**config.mk**
```make
export PLATFORM = sky130hd
export DESIGN_NAME = message_stream_deframer
export DESIGN_NICKNAME = d
export VERILOG_FILES = /design/src/design/msd_pkg.sv /design/src/design/message_stream_deframer.sv /design/src/design/msd_front.sv /design/src/design/msd_queue.sv /design/src/design/msd_back.sv
export SDC_FILE = /design/constraint.sdc
export NUM_CORES = 1
export LEC_CHECK = 0
export BUFFER_PORTS_ARGS = -buffer_cell sky130_fd_sc_hd__buf_2
export CAP_MARGIN = 5
export CORE_UTILIZATION = 43
export DETAILED_ROUTE_END_ITERATION = 10
export GPL_TIMING_DRIVEN = 0
export PLACE_DENSITY = 0.65
export SLEW_MARGIN = 20
export SYNTH_ARGS = -nofsm -noshare
export SYNTH_HDL_FRONTEND = slang
export SYNTH_SLANG_ARGS = --single-unit
export TNS_END_PERCENT = 5
```
**constraint.sdc**
```tcl
create_clock -name clk -period 6.4 [get_ports clk]
set_clock_uncertainty 0.1 [all_clocks]
set_input_delay 1.28 -clock clk [delete_from_list [all_inputs] [get_ports clk]]
set_output_delay 1.28 -clock clk [all_outputs]
set_load 0.005 [all_outputs]
```
**src/design/msd_pkg.sv**
```systemverilog
package msd_pkg;

  localparam int CHANNELS_DEFAULT = 32;
  localparam int QUEUE_DEPTH_DEFAULT = 4;

  localparam logic [1:0] KIND_HEADER = 2'd0;
  localparam logic [1:0] KIND_DATA   = 2'd1;
  localparam logic [1:0] KIND_ERROR  = 2'd2;

  localparam logic [2:0] ST_OK      = 3'd0;
  localparam logic [2:0] ST_CHANNEL = 3'd1;
  localparam logic [2:0] ST_SEQ     = 3'd2;
  localparam logic [2:0] ST_SIZE    = 3'd3;
  localparam logic [2:0] ST_TYPE    = 3'd4;
  localparam logic [2:0] ST_SHORT   = 3'd5;
  localparam logic [2:0] ST_UNKNOWN = 3'd6;

  localparam logic REG_ORDERED    = 1'b0;
  localparam logic REG_TYPE_COUNT = 1'b1;

  localparam logic [15:0] TYPE_COUNT_RESET = 16'h8000;

  typedef enum logic [2:0] {
    PH_CHAN,
    PH_SEQ_LO,
    PH_SEQ_HI,
    PH_SIZE0,
    PH_SIZE1,
    PH_TYPE0,
    PH_TYPE1,
    PH_PAYLOAD
  } phase_t;

  typedef enum logic {
    BEAT_MAIN,
    BEAT_ERR
  } beat_t;

  typedef struct packed {
    logic [7:0] packet_byte;
    logic       end_of_packet;
  } pkt_t;

  typedef struct packed {
    logic [1:0]  kind;
    logic [4:0]  channel;
    logic [15:0] sequence_res;
    logic [14:0] payload_size;
    logic [14:0] msg_type;
    logic [7:0]  data_byte;
    logic [2:0]  status;
    logic        last;
  } msg_t;

  // one parsed byte: its first result and an optional trailing error report
  typedef struct packed {
    msg_t       res;
    logic       err;
    logic [2:0] err_status;
  } op_t;

endpackage

```
**src/design/message_stream_deframer.sv**
```systemverilog
// message stream deframer
// pkt channel: one packet byte per beat (pkt_valid/pkt_stall), end_of_packet
// marks the final byte of a packet. msg channel: parsed results, one per beat
// (msg_valid/msg_stall): a header beat once the header is complete, one beat
// per payload byte, last set on the final beat of a message; errors give an
// error report beat with last set and close the block until reset.
// a byte is parsed in the cycle it is accepted and its results go into an
// op queue; the output register then loads the first result from the
// queue head. one byte per cycle is taken as long as the queue has
// room; a byte that yields a result plus an error report holds the output
// for two beats, so the queue depth bounds how far input runs ahead.
// when msg_stall is high the output register holds, the queue fills and
// pkt_stall rises once it is full. once closed, bytes are still taken and
// dropped. reset (rst, synchronous) clears the parser, empties the queue and
// restores ordered_channels to 0 and type_count to 32768; no clearing pass.
// registers over apb: ordered_channels at 0x0, type_count at 0x4.
module message_stream_deframer
  import msd_pkg::*;
#(
  parameter int CHANNELS    = CHANNELS_DEFAULT,
  parameter int QUEUE_DEPTH = QUEUE_DEPTH_DEFAULT
) (
  input  logic        clk,
  input  logic        rst,
  input  logic        pkt_valid,
  output logic        pkt_stall,
  input  pkt_t        pkt,
  output logic        msg_valid,
  input  logic        msg_stall,
  output msg_t        msg,
  input  logic        psel,
  input  logic        penable,
  input  logic        pwrite,
  input  logic [2:0]  paddr,
  input  logic [31:0] pwdata,
  output logic [31:0] prdata,
  output logic        pready
);

  logic [CHANNELS-1:0] ordered;
  logic [15:0]         type_count;
  logic                accept;
  logic                push;
  logic                pop;
  logic                empty;
  logic                full;
  op_t                 wr_op;
  op_t                 head;

  assign pready    = 1'b1;
  assign pkt_stall = full;
  assign accept    = pkt_valid && !pkt_stall;

  always_ff @(posedge clk) begin
    if (rst) begin
      ordered    <= '0;
      type_count <= TYPE_COUNT_RESET;
    end else if (psel && penable && pwrite && pready) begin
      unique case (paddr[2])
        REG_ORDERED:    ordered    <= pwdata[CHANNELS-1:0];
        REG_TYPE_COUNT: type_count <= pwdata[15:0];
      endcase
    end
  end

  always_comb begin
    unique case (paddr[2])
      REG_ORDERED:    prdata = 32'(ordered);
      REG_TYPE_COUNT: prdata = {16'h0000, type_count};
    endcase
  end

  msd_front #(
    .CHANNELS(CHANNELS)
  ) u_front (
    .clk       (clk),
    .rst       (rst),
    .accept    (accept),
    .pkt       (pkt),
    .ordered   (ordered),
    .type_count(type_count),
    .push      (push),
    .op        (wr_op)
  );

  msd_queue #(
    .DEPTH(QUEUE_DEPTH)
  ) u_queue (
    .clk  (clk),
    .rst  (rst),
    .push (push),
    .wr_op(wr_op),
    .pop  (pop),
    .head (head),
    .empty(empty),
    .full (full)
  );

  msd_back u_back (
    .clk      (clk),
    .rst      (rst),
    .head     (head),
    .empty    (empty),
    .pop      (pop),
    .msg_valid(msg_valid),
    .msg_stall(msg_stall),
    .msg      (msg)
  );

endmodule

```
**src/design/msd_front.sv**
```systemverilog
module msd_front
  import msd_pkg::*;
#(
  parameter int CHANNELS = CHANNELS_DEFAULT
) (
  input  logic                clk,
  input  logic                rst,
  input  logic                accept,
  input  pkt_t                pkt,
  input  logic [CHANNELS-1:0] ordered,
  input  logic [15:0]         type_count,
  output logic                push,
  output op_t                 op
);

  phase_t      phase, phase_next;
  logic [4:0]  chan, chan_next;
  logic [15:0] seq, seq_next;
  logic [14:0] size, size_next;
  logic [14:0] typ, typ_next;
  logic [14:0] left, left_next;
  logic [6:0]  high, high_next;
  logic        closed, closed_next;
  logic        produce;
  logic [7:0]  b;
  logic        eop;
  logic [31:0] ord_ext;
  logic        bad_chan;
  logic        chan_ordered;
  logic [14:0] left_dec;

  assign b            = pkt.packet_byte;
  assign eop          = pkt.end_of_packet;
  assign ord_ext      = 32'(ordered);
  assign bad_chan     = b >= 8'(CHANNELS);
  assign chan_ordered = ord_ext[b[4:0]];
  assign left_dec     = left - 15'd1;

  always_comb begin
    phase_next = phase;
    unique case (phase)
      PH_CHAN: begin
        if (!bad_chan) phase_next = chan_ordered ? PH_SEQ_LO : PH_SIZE0;
      end
      PH_SEQ_LO: phase_next = PH_SEQ_HI;
      PH_SEQ_HI: phase_next = PH_SIZE0;
      PH_SIZE0:  phase_next = b[7] ? PH_SIZE1 : PH_TYPE0;
      PH_SIZE1:  phase_next = PH_TYPE0;
      PH_TYPE0: begin
        if (b[7]) phase_next = PH_TYPE1;
        else      phase_next = (size == '0) ? PH_CHAN : PH_PAYLOAD;
      end
      PH_TYPE1:   phase_next = (size == '0) ? PH_CHAN : PH_PAYLOAD;
      PH_PAYLOAD: phase_next = (left_dec == '0) ? PH_CHAN : PH_PAYLOAD;
    endcase
  end

  always_comb begin
    logic       fail0;
    logic       header_done;
    logic       fin;
    logic [2:0] fail_status;
    chan_next   = chan;
    seq_next    = seq;
    size_next   = size;
    typ_next    = typ;
    left_next   = left;
    high_next   = high;
    closed_next = closed;
    fail0       = 1'b0;
    fail_status = ST_OK;
    header_done = 1'b0;
    fin         = 1'b0;
    produce     = 1'b0;
    op          = '0;
    unique case (phase)
      PH_CHAN: begin
        chan_next = '0;
        seq_next  = '0;
        size_next = '0;
        typ_next  = '0;
        left_next = '0;
        high_next = '0;
        if (bad_chan) begin
          fail0       = 1'b1;
          fail_status = ST_CHANNEL;
        end else begin
          chan_next   = b[4:0];
          fail0       = eop;
          fail_status = chan_ordered ? ST_SEQ : ST_SIZE;
        end
      end
      PH_SEQ_LO: begin
        seq_next    = {8'h00, b};
        fail0       = eop;
        fail_status = ST_SEQ;
      end
      PH_SEQ_HI: begin
        seq_next    = {b, seq[7:0]};
        fail0       = eop;
        fail_status = ST_SIZE;
      end
      PH_SIZE0: begin
        fail0 = eop;
        if (b[7]) begin
          high_next   = b[6:0];
          fail_status = ST_SIZE;
        end else begin
          size_next   = {7'h00, b};
          fail_status = ST_TYPE;
        end
      end
      PH_SIZE1: begin
        size_next   = {high, b};
        fail0       = eop;
        fail_status = ST_TYPE;
      end
      PH_TYPE0: begin
        if (b[7]) begin
          high_next   = b[6:0];
          fail0       = eop;
          fail_status = ST_TYPE;
        end else begin
          typ_next    = {7'h00, b};
          header_done = 1'b1;
        end
      end
      PH_TYPE1: begin
        typ_next    = {high, b};
        header_done = 1'b1;
      end
      PH_PAYLOAD: begin
        left_next = left_dec;
        fin       = left_dec == '0;
      end
    endcase

    op.res.channel      = chan_next;
    op.res.sequence_res = seq_next;
    op.res.payload_size = size_next;
    op.res.msg_type     = typ_next;

    if (fail0) begin
      produce       = 1'b1;
      op.res.kind   = KIND_ERROR;
      op.res.status = fail_status;
      op.res.last   = 1'b1;
      closed_next   = 1'b1;
    end else if (header_done || phase == PH_PAYLOAD) begin
      produce          = 1'b1;
      op.res.kind      = header_done ? KIND_HEADER : KIND_DATA;
      op.res.data_byte = header_done ? 8'h00 : b;
      if (header_done && size == '0) fin = 1'b1;
      if (header_done && !fin) left_next = size;
      if (fin) begin
        // type check only once the whole message is in
        if ({1'b0, typ_next} >= type_count) begin
          op.err        = 1'b1;
          op.err_status = ST_UNKNOWN;
          closed_next   = 1'b1;
        end else begin
          op.res.last = 1'b1;
        end
      end else if (eop) begin
        op.err        = 1'b1;
        op.err_status = ST_SHORT;
        closed_next   = 1'b1;
      end
    end
  end

  assign push = accept && !closed && produce;

  always_ff @(posedge clk) begin
    if (rst) begin
      phase  <= PH_CHAN;
      chan   <= '0;
      seq    <= '0;
      size   <= '0;
      typ    <= '0;
      left   <= '0;
      high   <= '0;
      closed <= 1'b0;
    end else if (accept && !closed) begin
      phase  <= phase_next;
      chan   <= chan_next;
      seq    <= seq_next;
      size   <= size_next;
      typ    <= typ_next;
      left   <= left_next;
      high   <= high_next;
      closed <= closed_next;
    end
  end

  a_closed_sticks: assert property (@(posedge clk) disable iff (rst)
    closed |=> closed)
    else $error("deframer reopened without reset");

  a_no_push_closed: assert property (@(posedge clk) disable iff (rst)
    closed |-> !push)
    else $error("result queued after close");

  a_err_closes: assert property (@(posedge clk) disable iff (rst)
    (push && (op.err || op.res.kind == KIND_ERROR)) |=> closed)
    else $error("error report did not close the deframer");

endmodule

```
**src/design/msd_queue.sv**
```systemverilog
module msd_queue
  import msd_pkg::*;
#(
  parameter int DEPTH = QUEUE_DEPTH_DEFAULT
) (
  input  logic clk,
  input  logic rst,
  input  logic push,
  input  op_t  wr_op,
  input  logic pop,
  output op_t  head,
  output logic empty,
  output logic full
);

  localparam int PW = (DEPTH > 1) ? $clog2(DEPTH) : 1;
  localparam int CW = $clog2(DEPTH + 1);

  op_t           entries [DEPTH];
  logic [PW-1:0] wr_ptr;
  logic [PW-1:0] rd_ptr;
  logic [CW-1:0] count;

  assign empty = count == '0;
  assign full  = count == CW'(DEPTH);
  assign head  = entries[rd_ptr];

  always_ff @(posedge clk) begin
    if (push) entries[wr_ptr] <= wr_op;
  end

  always_ff @(posedge clk) begin
    if (rst) begin
      wr_ptr <= '0;
      rd_ptr <= '0;
      count  <= '0;
    end else begin
      if (push) wr_ptr <= (wr_ptr == PW'(DEPTH - 1)) ? '0 : wr_ptr + PW'(1);
      if (pop)  rd_ptr <= (rd_ptr == PW'(DEPTH - 1)) ? '0 : rd_ptr + PW'(1);
      if (push && !pop)      count <= count + CW'(1);
      else if (pop && !push) count <= count - CW'(1);
    end
  end

  a_no_overflow: assert property (@(posedge clk) disable iff (rst)
    full |-> !push)
    else $error("queue overflow");

  a_no_underflow: assert property (@(posedge clk) disable iff (rst)
    empty |-> !pop)
    else $error("queue underflow");

  a_count_range: assert property (@(posedge clk) disable iff (rst)
    count <= CW'(DEPTH))
    else $error("queue count out of range");

endmodule

```
**src/design/msd_back.sv**
```systemverilog
module msd_back
  import msd_pkg::*;
(
  input  logic clk,
  input  logic rst,
  input  op_t  head,
  input  logic empty,
  output logic pop,
  output logic msg_valid,
  input  logic msg_stall,
  output msg_t msg
);

  beat_t state, state_next;
  logic  load;
  logic  take;
  msg_t  beat;

  assign load = !msg_valid || !msg_stall;
  assign take = load && !empty;

  always_comb begin
    state_next = state;
    unique case (state)
      BEAT_MAIN: if (take && head.err) state_next = BEAT_ERR;
      BEAT_ERR:  if (take) state_next = BEAT_MAIN;
    endcase
  end

  always_comb begin
    beat = head.res;
    pop  = 1'b0;
    unique case (state)
      BEAT_MAIN: pop = take && !head.err;
      BEAT_ERR: begin
        beat.kind      = KIND_ERROR;
        beat.data_byte = '0;
        beat.status    = head.err_status;
        beat.last      = 1'b1;
        pop            = take;
      end
    endcase
  end

  always_ff @(posedge clk) begin
    if (rst) begin
      state     <= BEAT_MAIN;
      msg_valid <= 1'b0;
    end else begin
      state <= state_next;
      if (load) msg_valid <= !empty;
    end
  end

  always_ff @(posedge clk) begin
    if (take) msg <= beat;
  end

  a_err_beat_pending: assert property (@(posedge clk) disable iff (rst)
    (state == BEAT_ERR) |-> (!empty && head.err && msg_valid))
    else $error("error beat without its queue entry");

  a_err_follows_main: assert property (@(posedge clk) disable iff (rst)
    $rose(state == BEAT_ERR) |-> (msg.last == 1'b0 || msg.kind == KIND_ERROR))
    else $error("error beat after a final beat");

endmodule
```
**Word level (Yosys, flattened, before mapping)**

Memories as Yosys holds them, arrays and structs flattened. A register that Yosys moved wholly into a read port is not among the register bits.
Cells that the tools add are included.

- Memories kept: 1
- Bits in registers: 199
- Bits of input ports: 51
- Memory bits (writable): 276

- Muxes and demuxes: 72
- Bitwise gates (word level): 2
- Add/subtract/negate cells: 5
- Equal/unequal tests: 13
- Reduce and logical (&&, ||, !) cells: 38
- $lt $le $gt $ge: 3

Memories:

| name | depth | bits a word | read ports | clocked after memory_dff | wr ports | line | source |
|---|---|---|---|---|---|---|---|
| u_queue.entries | 4 | 69 | 1 | 1 | 1 | msd_queue.sv:19 | `op_t entries [DEPTH];` |

Operator list:

| kind | count |
|---|---|
| case mux 15 bit (3 select lines) | 2 |
| two-way mux 15 bit | 5 |
| case mux 32 bit (2 select lines) | 1 |
| case mux 16 bit (3 select lines) | 1 |
| zero test 15 bit | 2 |
| two-way mux 3 bit | 10 |
| case mux 15 bit (2 select lines) | 1 |
| two-way mux 1 bit | 25 |
| two-way mux 8 bit | 3 |
| case mux 3 bit (8 select lines) | 1 |
| two-way mux 4 bit | 5 |
| case mux 3 bit (6 select lines) | 1 |
| greater-or-equal comparator 15 x 16 -> 1 bit | 1 |
| == test 3 bit, second input constant | 5 |
| two-way mux 5 bit | 3 |
| subtractor 15 x 1 -> 15 bit, second input constant | 1 |
| two-way mux 2 bit | 7 |
| case mux 7 bit (2 select lines) | 1 |
| logical AND 1 bit | 12 |
| zero test 1 bit | 9 |
| greater-or-equal comparator 8 x 6 -> 1 bit, second input constant | 1 |
| two-way mux 7 bit | 1 |
| == test 3 x 2 -> 1 bit, second input constant | 2 |
| zero test 3 bit | 2 |
| other kinds (21) | 31 |

**Longest topological paths before layout**

- Depth in word-level cells: 11
- Mapped depth: 13
- Depth with buffers taken out: 11

**Modules after synthesis**

Synthesis repeated with hierarchy kept, for this count alone.

- Cells, all modules: 1426
- Area total of the unflattened synthesis: 20095.5 µm²

Modules (own cells, without submodules):

| module | area each (µm²) | times used | sequential area each (µm²) | cells an instance |
|---|---|---|---|---|
| msd_queue | 10405.0 | 1 | 8468.1 | 405 |
| msd_front | 5132.4 | 1 | 1541.5 | 697 |
| message_stream_deframer | 2389.8 | 1 | 960.9 | 232 |
| msd_back | 2168.3 | 1 | 1991.9 | 92 |

**Worst setup path after synthesis**

Ideal clock, no wire load.

- Path kind: input -> register
- From: input port pkt_valid
- To: memory u_queue.entries[0][0] in the netlist's numbering (enable)
- Stages: 4
- Setup slack: 2.116 ns
- Data required time: 5.867 ns
- Data arrival time: 3.751 ns
- Path buffers: 1
- Path through: or3b_2 -> buf_4 -> a21oi_2 -> and2_1

- Cells in the longest elaborated chain, start to end: 5

Ends and longest elaborated chain:

| element | line | source |
|---|---|---|
| start, declared | message_stream_deframer.sv:25 | `input logic pkt_valid,` |
| logical AND 1 bit | message_stream_deframer.sv:52 | `assign accept = pkt_valid && !pkt_stall;` |
| logical AND 1 bit (2 in series) | msd_front.sv:172 | `assign push = accept && !closed && produce;` |
| named net push | message_stream_deframer.sv:43 | `logic push;` |
| two-way mux 1 bit | msd_queue.sv:29 | `if (push) entries[wr_ptr] <= wr_op;` |
| two-way mux 1 bit (implied by the code) | msd_queue.sv:29 |  |
| end, declared | msd_queue.sv:19 |  |

The timed path passes the listed nets, and every way through them passes these cells.

==> metrics.md <==
| Metric | Value |
|---|---|
| Critical path cell sequence | `clkbuf_1 > clkbuf_1 > o22ai_1 > a221oi_1 > buf_2 > ha_1 > a211oi_1 > o21ai_0 > a21oi_1 > mux2i_1` |
| CP max-delay cell | `clkbuf_1` |
| Placed Cells | `2,253` |
| Chip Height | `217 µm` |
| GRT Total Usage | `21.3%` |
| Cell Count, Final, Fillers Out | `2,338` |
| Post-cts gate resize count | `0` |
| Fin Setup TNS | `0 ns` |
| H-tree Lvls | `2` |
| Initial DRC count | `1,275` |
| Dpl cell area | `21,400 µm²` |
| Tightest Pin Transition | `1.11 ns` |
| Drt pass-1 iters | `6` |
| Syn nets | `1,580` |
| Worst VDD drop | `220 µV` |
| Hold_ws | `0.359 ns` |
| R2r setup slk | `2.02 ns` |
| Sink Count | `473` |
| Core area | `45,400 µm²` |
| Met3 routed WL | `3.15 mm` |
| Highest Signal Layer | `met4` |
| Fraction of final layout cells sized beyond drive strength 1 | `20.5%` |
| Inserted Clock Buffers | `47` |
| # DRC | `0` |
| Crit path largest cell delay | `0.72 ns` |
| Most frequent CP cell | `clkbuf_1` |
| Slew Limit Headroom | `26.2%` |
| Leak Pwr | `0.00797 µW` |
| WL final | `49.5 mm` |
| Post-route minimum period | `4.74 ns` |
| RSZ-0062 raised after global routing | `no` |
| Met2 wire len | `23.1 mm` |
| Diode count | `0` |
| Required @ worst endpoint | `6.55 ns` |
| Slew Viols, Final | `0` |
| First-pass GRT wire length | `76.5 mm` |
| Post-Route M1 WL | `21.6 mm` |
| Synth-to-Final Area Change | `15.4%` |
| Synth Warn # | `0` |
| Rows | `78` |
| Sequential share of the synthesized area | `64.8%` |
| Via count | `13,155` |
| Vias in the first global route | `12,847` |
| Crit path max fanout | `10` |
| Post-CTS Hold Buffers | `0` |
| Initial antenna violation count | `0` |
| Post-synth ARST share | `0%` |
| Fin. Hold Viols | `0` |
| Layout Nets | `1,777` |
| Post-Syn Area | `19,800 µm²` |
| Worst-Skew Late Latency | `0.58 ns` |
| Largest net degree at the start of global routing | `51` |
| Seq cells post-synth | `473` |
| Post-CTS setup buffers | `0` |
| Routed wire length per instance | `21.2 µm` |
| Synth cell types | `71` |
| HPWL after DPL | `34.1 mm` |
| Grt ovf | `0` |
| Top_reg_cell synth | `edfxtp_1` |
| Die area | `46,900 µm²` |
| Final worst path period share | `74.1%` |
| Startpoint Class | `input pin` |
| Outcome | `complete, no violations` |
| I/O pin cnt | `151` |
| CTS Buffer Depth | `3` |
| Worst-path clk slew | `0.06 ns` |
| Total of max-cap violations | `0` |
| Max Freq | `211 MHz` |
| Total Power | `8850 µW` |
| Vias per cell | `5.63` |
| Synthesized area per cell | `13.2 µm²` |
| Setup violators final | `0` |
| CP Capture Type | `flip-flop` |
| CP Class | `in2reg` |
| Number of port buffers | `140` |
| GPL Wtd Cong | `0.955` |
| Post-synthesis cell count | `1,505` |
| Design Area, Final | `22,900 µm²` |
| Starting density of the core | `43.7%` |
| Cell area power density | `387 nW/µm²` |
| Arrival time at the worst endpoint | `4.89 ns` |
| WP buf/inv | `3` |
| Post-synth EDFFs | `337` |
| ANT nets after route | `0` |
| Clk root buf | `clkbuf_16` |
| Hold Path Class | `reg2reg` |
| Width of the die | `217 µm` |
| Delay-heaviest family, CP | `buffers and inverters` |
| CTS tree | `done` |
-- metal layers --
metal / track usage, % / vias to the layer above
met5: 0 / -
met4: 8.17 / 0
met3: 3.94 / 99
met2: 33.8 / 502
met1: 29.1 / 6514
li1: - / 6040
-- power breakdown --
group          internal, µW  switching, µW
clock                  1480           1130
combinational           868           1310
sequential             3930            139
total                  6270           2580
-- path summary, 6_finish.rpt --
check / depth (start not counted) / startpoint / endpoint
max: 10 / pkt[2] / u_queue.entries[0][3]$_DFFE_PP_
min: 2 / u_front.seq[4]$_SDFFE_PP0P_ / u_front.seq[4]$_SDFFE_PP0P_
max reg2reg: 11 / u_front.phase[2]$_SDFFE_PP0P_ / u_queue.entries[0][3]$_DFFE_PP_
min reg2reg: 2 / u_front.seq[4]$_SDFFE_PP0P_ / u_front.seq[4]$_SDFFE_PP0P_
-- per-stage QoR --
step / setup WS [ns] / utilization, %
after floorplan: 2.12 / -
after global placement: 0.221 / 46.8
after detailed placement: 1.19 / 47.2
after CTS: 1.77 / 50.4
after global routing: 1.47 / 50.4
final: 1.66 / 50.4
-- area by class of cell --
| cell class | instances | area, µm² |
|---|---|---|
| timing repair buffer | 148 | 846 |
| clock inverter | 22 | 156 |
| clock buffer | 63 | 1280 |
| tap | 600 | 751 |
| multi-input combinational | 894 | 6400 |
| inverter | 35 | 134 |
| fill | 3894 | 22500 |
| sequential | 473 | 12800 |
| buffer | 103 | 457 |
-- state kept, by name, indices dropped and copies added, names as in the netlist, 5 cells and up, named ones only --
signal	flops
type_count	16
u_front.size	15
u_front.chan	5
u_back.msg	65
u_front.left	15
u_front.typ	15
u_front.seq	16
u_queue.entries	272
u_front.high	7
ordered	32
-- kinds of logic (layout without fill, tap and decap cells) --
| kind of cell | Yosys count | count (layout) | share of synthesized area, % |
|---|---|---|---|
| DFF | 473 | 473 | 64.8 |
| and+or+nand+nor | 465 | 465 | 10.7 |
| AOI/OAI and AO/OA | 298 | 298 | 9.85 |
| buffers and inverters | 138 | 371 | 2.97 |
| muxes | 102 | 102 | 9.93 |
| adders and majority gates | 24 | 24 | 1.55 |
| xor gates and xnor gates | 4 | 4 | 0.177 |
| other | 1 | 1 | 0.0189 |
-- cell usage in the layout, fill, tap and decap left out, drive strengths merged, types with 6 or more instances in the layout --
cell type / count
a22o: 42
a21o: 7
clkbuf: 129
edfxtp: 337
a31oi: 9
or2: 6
o22ai: 17
nand2: 255
and2: 19
mux2i: 12
clkinv: 16
a221oi: 15
nor4: 9
o211ai: 11
mux2: 16
mux4: 74
inv: 36
o21ai: 34
nor2b: 24
nor3: 24
nand3: 20
ha: 23
nor2: 73
a21oi: 122
buf: 185
nand4: 6
dfxtp: 136
-- cells in the mapped netlist (4+ instances only) --
| cell type | instances | share of area (%) |
|---|---|---|
| a221oi_1 | 14 | 0.62 |
| buf_2 | 15 | 0.38 |
| nand2_1 | 255 | 4.8 |
| o211ai_1 | 11 | 0.42 |
| o21a_1 | 5 | 0.19 |
| o31ai_1 | 5 | 0.19 |
| buf_6 | 4 | 0.23 |
| nor3_1 | 23 | 0.58 |
| nor4_1 | 8 | 0.25 |
| edfxtp_1 | 337 | 51 |
| a21oi_1 | 121 | 3.1 |
| o21ai_0 | 32 | 0.81 |
| or4_4 | 4 | 0.23 |
| nand4_1 | 5 | 0.16 |
| a211oi_1 | 4 | 0.15 |
| buf_4 | 5 | 0.19 |
| or3_1 | 5 | 0.16 |
| ha_1 | 23 | 1.5 |
| nor2_1 | 73 | 1.4 |
| a22o_1 | 42 | 1.9 |
| nand3_1 | 19 | 0.48 |
| mux2_2 | 16 | 0.91 |
| clkbuf_1 | 64 | 1.2 |
| xor2_1 | 4 | 0.18 |
| mux2i_1 | 12 | 0.61 |
| inv_1 | 35 | 0.66 |
| a31oi_1 | 9 | 0.28 |
| o22ai_1 | 17 | 0.54 |
| mux4_2 | 74 | 8.4 |
| and3_1 | 4 | 0.13 |
| dfxtp_1 | 136 | 14 |
| a21o_1 | 7 | 0.27 |
| nor2b_1 | 24 | 0.76 |
| and2_1 | 19 | 0.60 |
| nor3b_1 | 4 | 0.15 |
| buf_1 | 13 | 0.25 |
| or2_2 | 6 | 0.19 |
-- tightest hold or removal path, cell delays in order (launching register included) --
cell and delay, ns:
dfxtp_1 0.31, nand2_1 0.05, a21oi_1 0.05
Power figures use the tool's default switching activity.
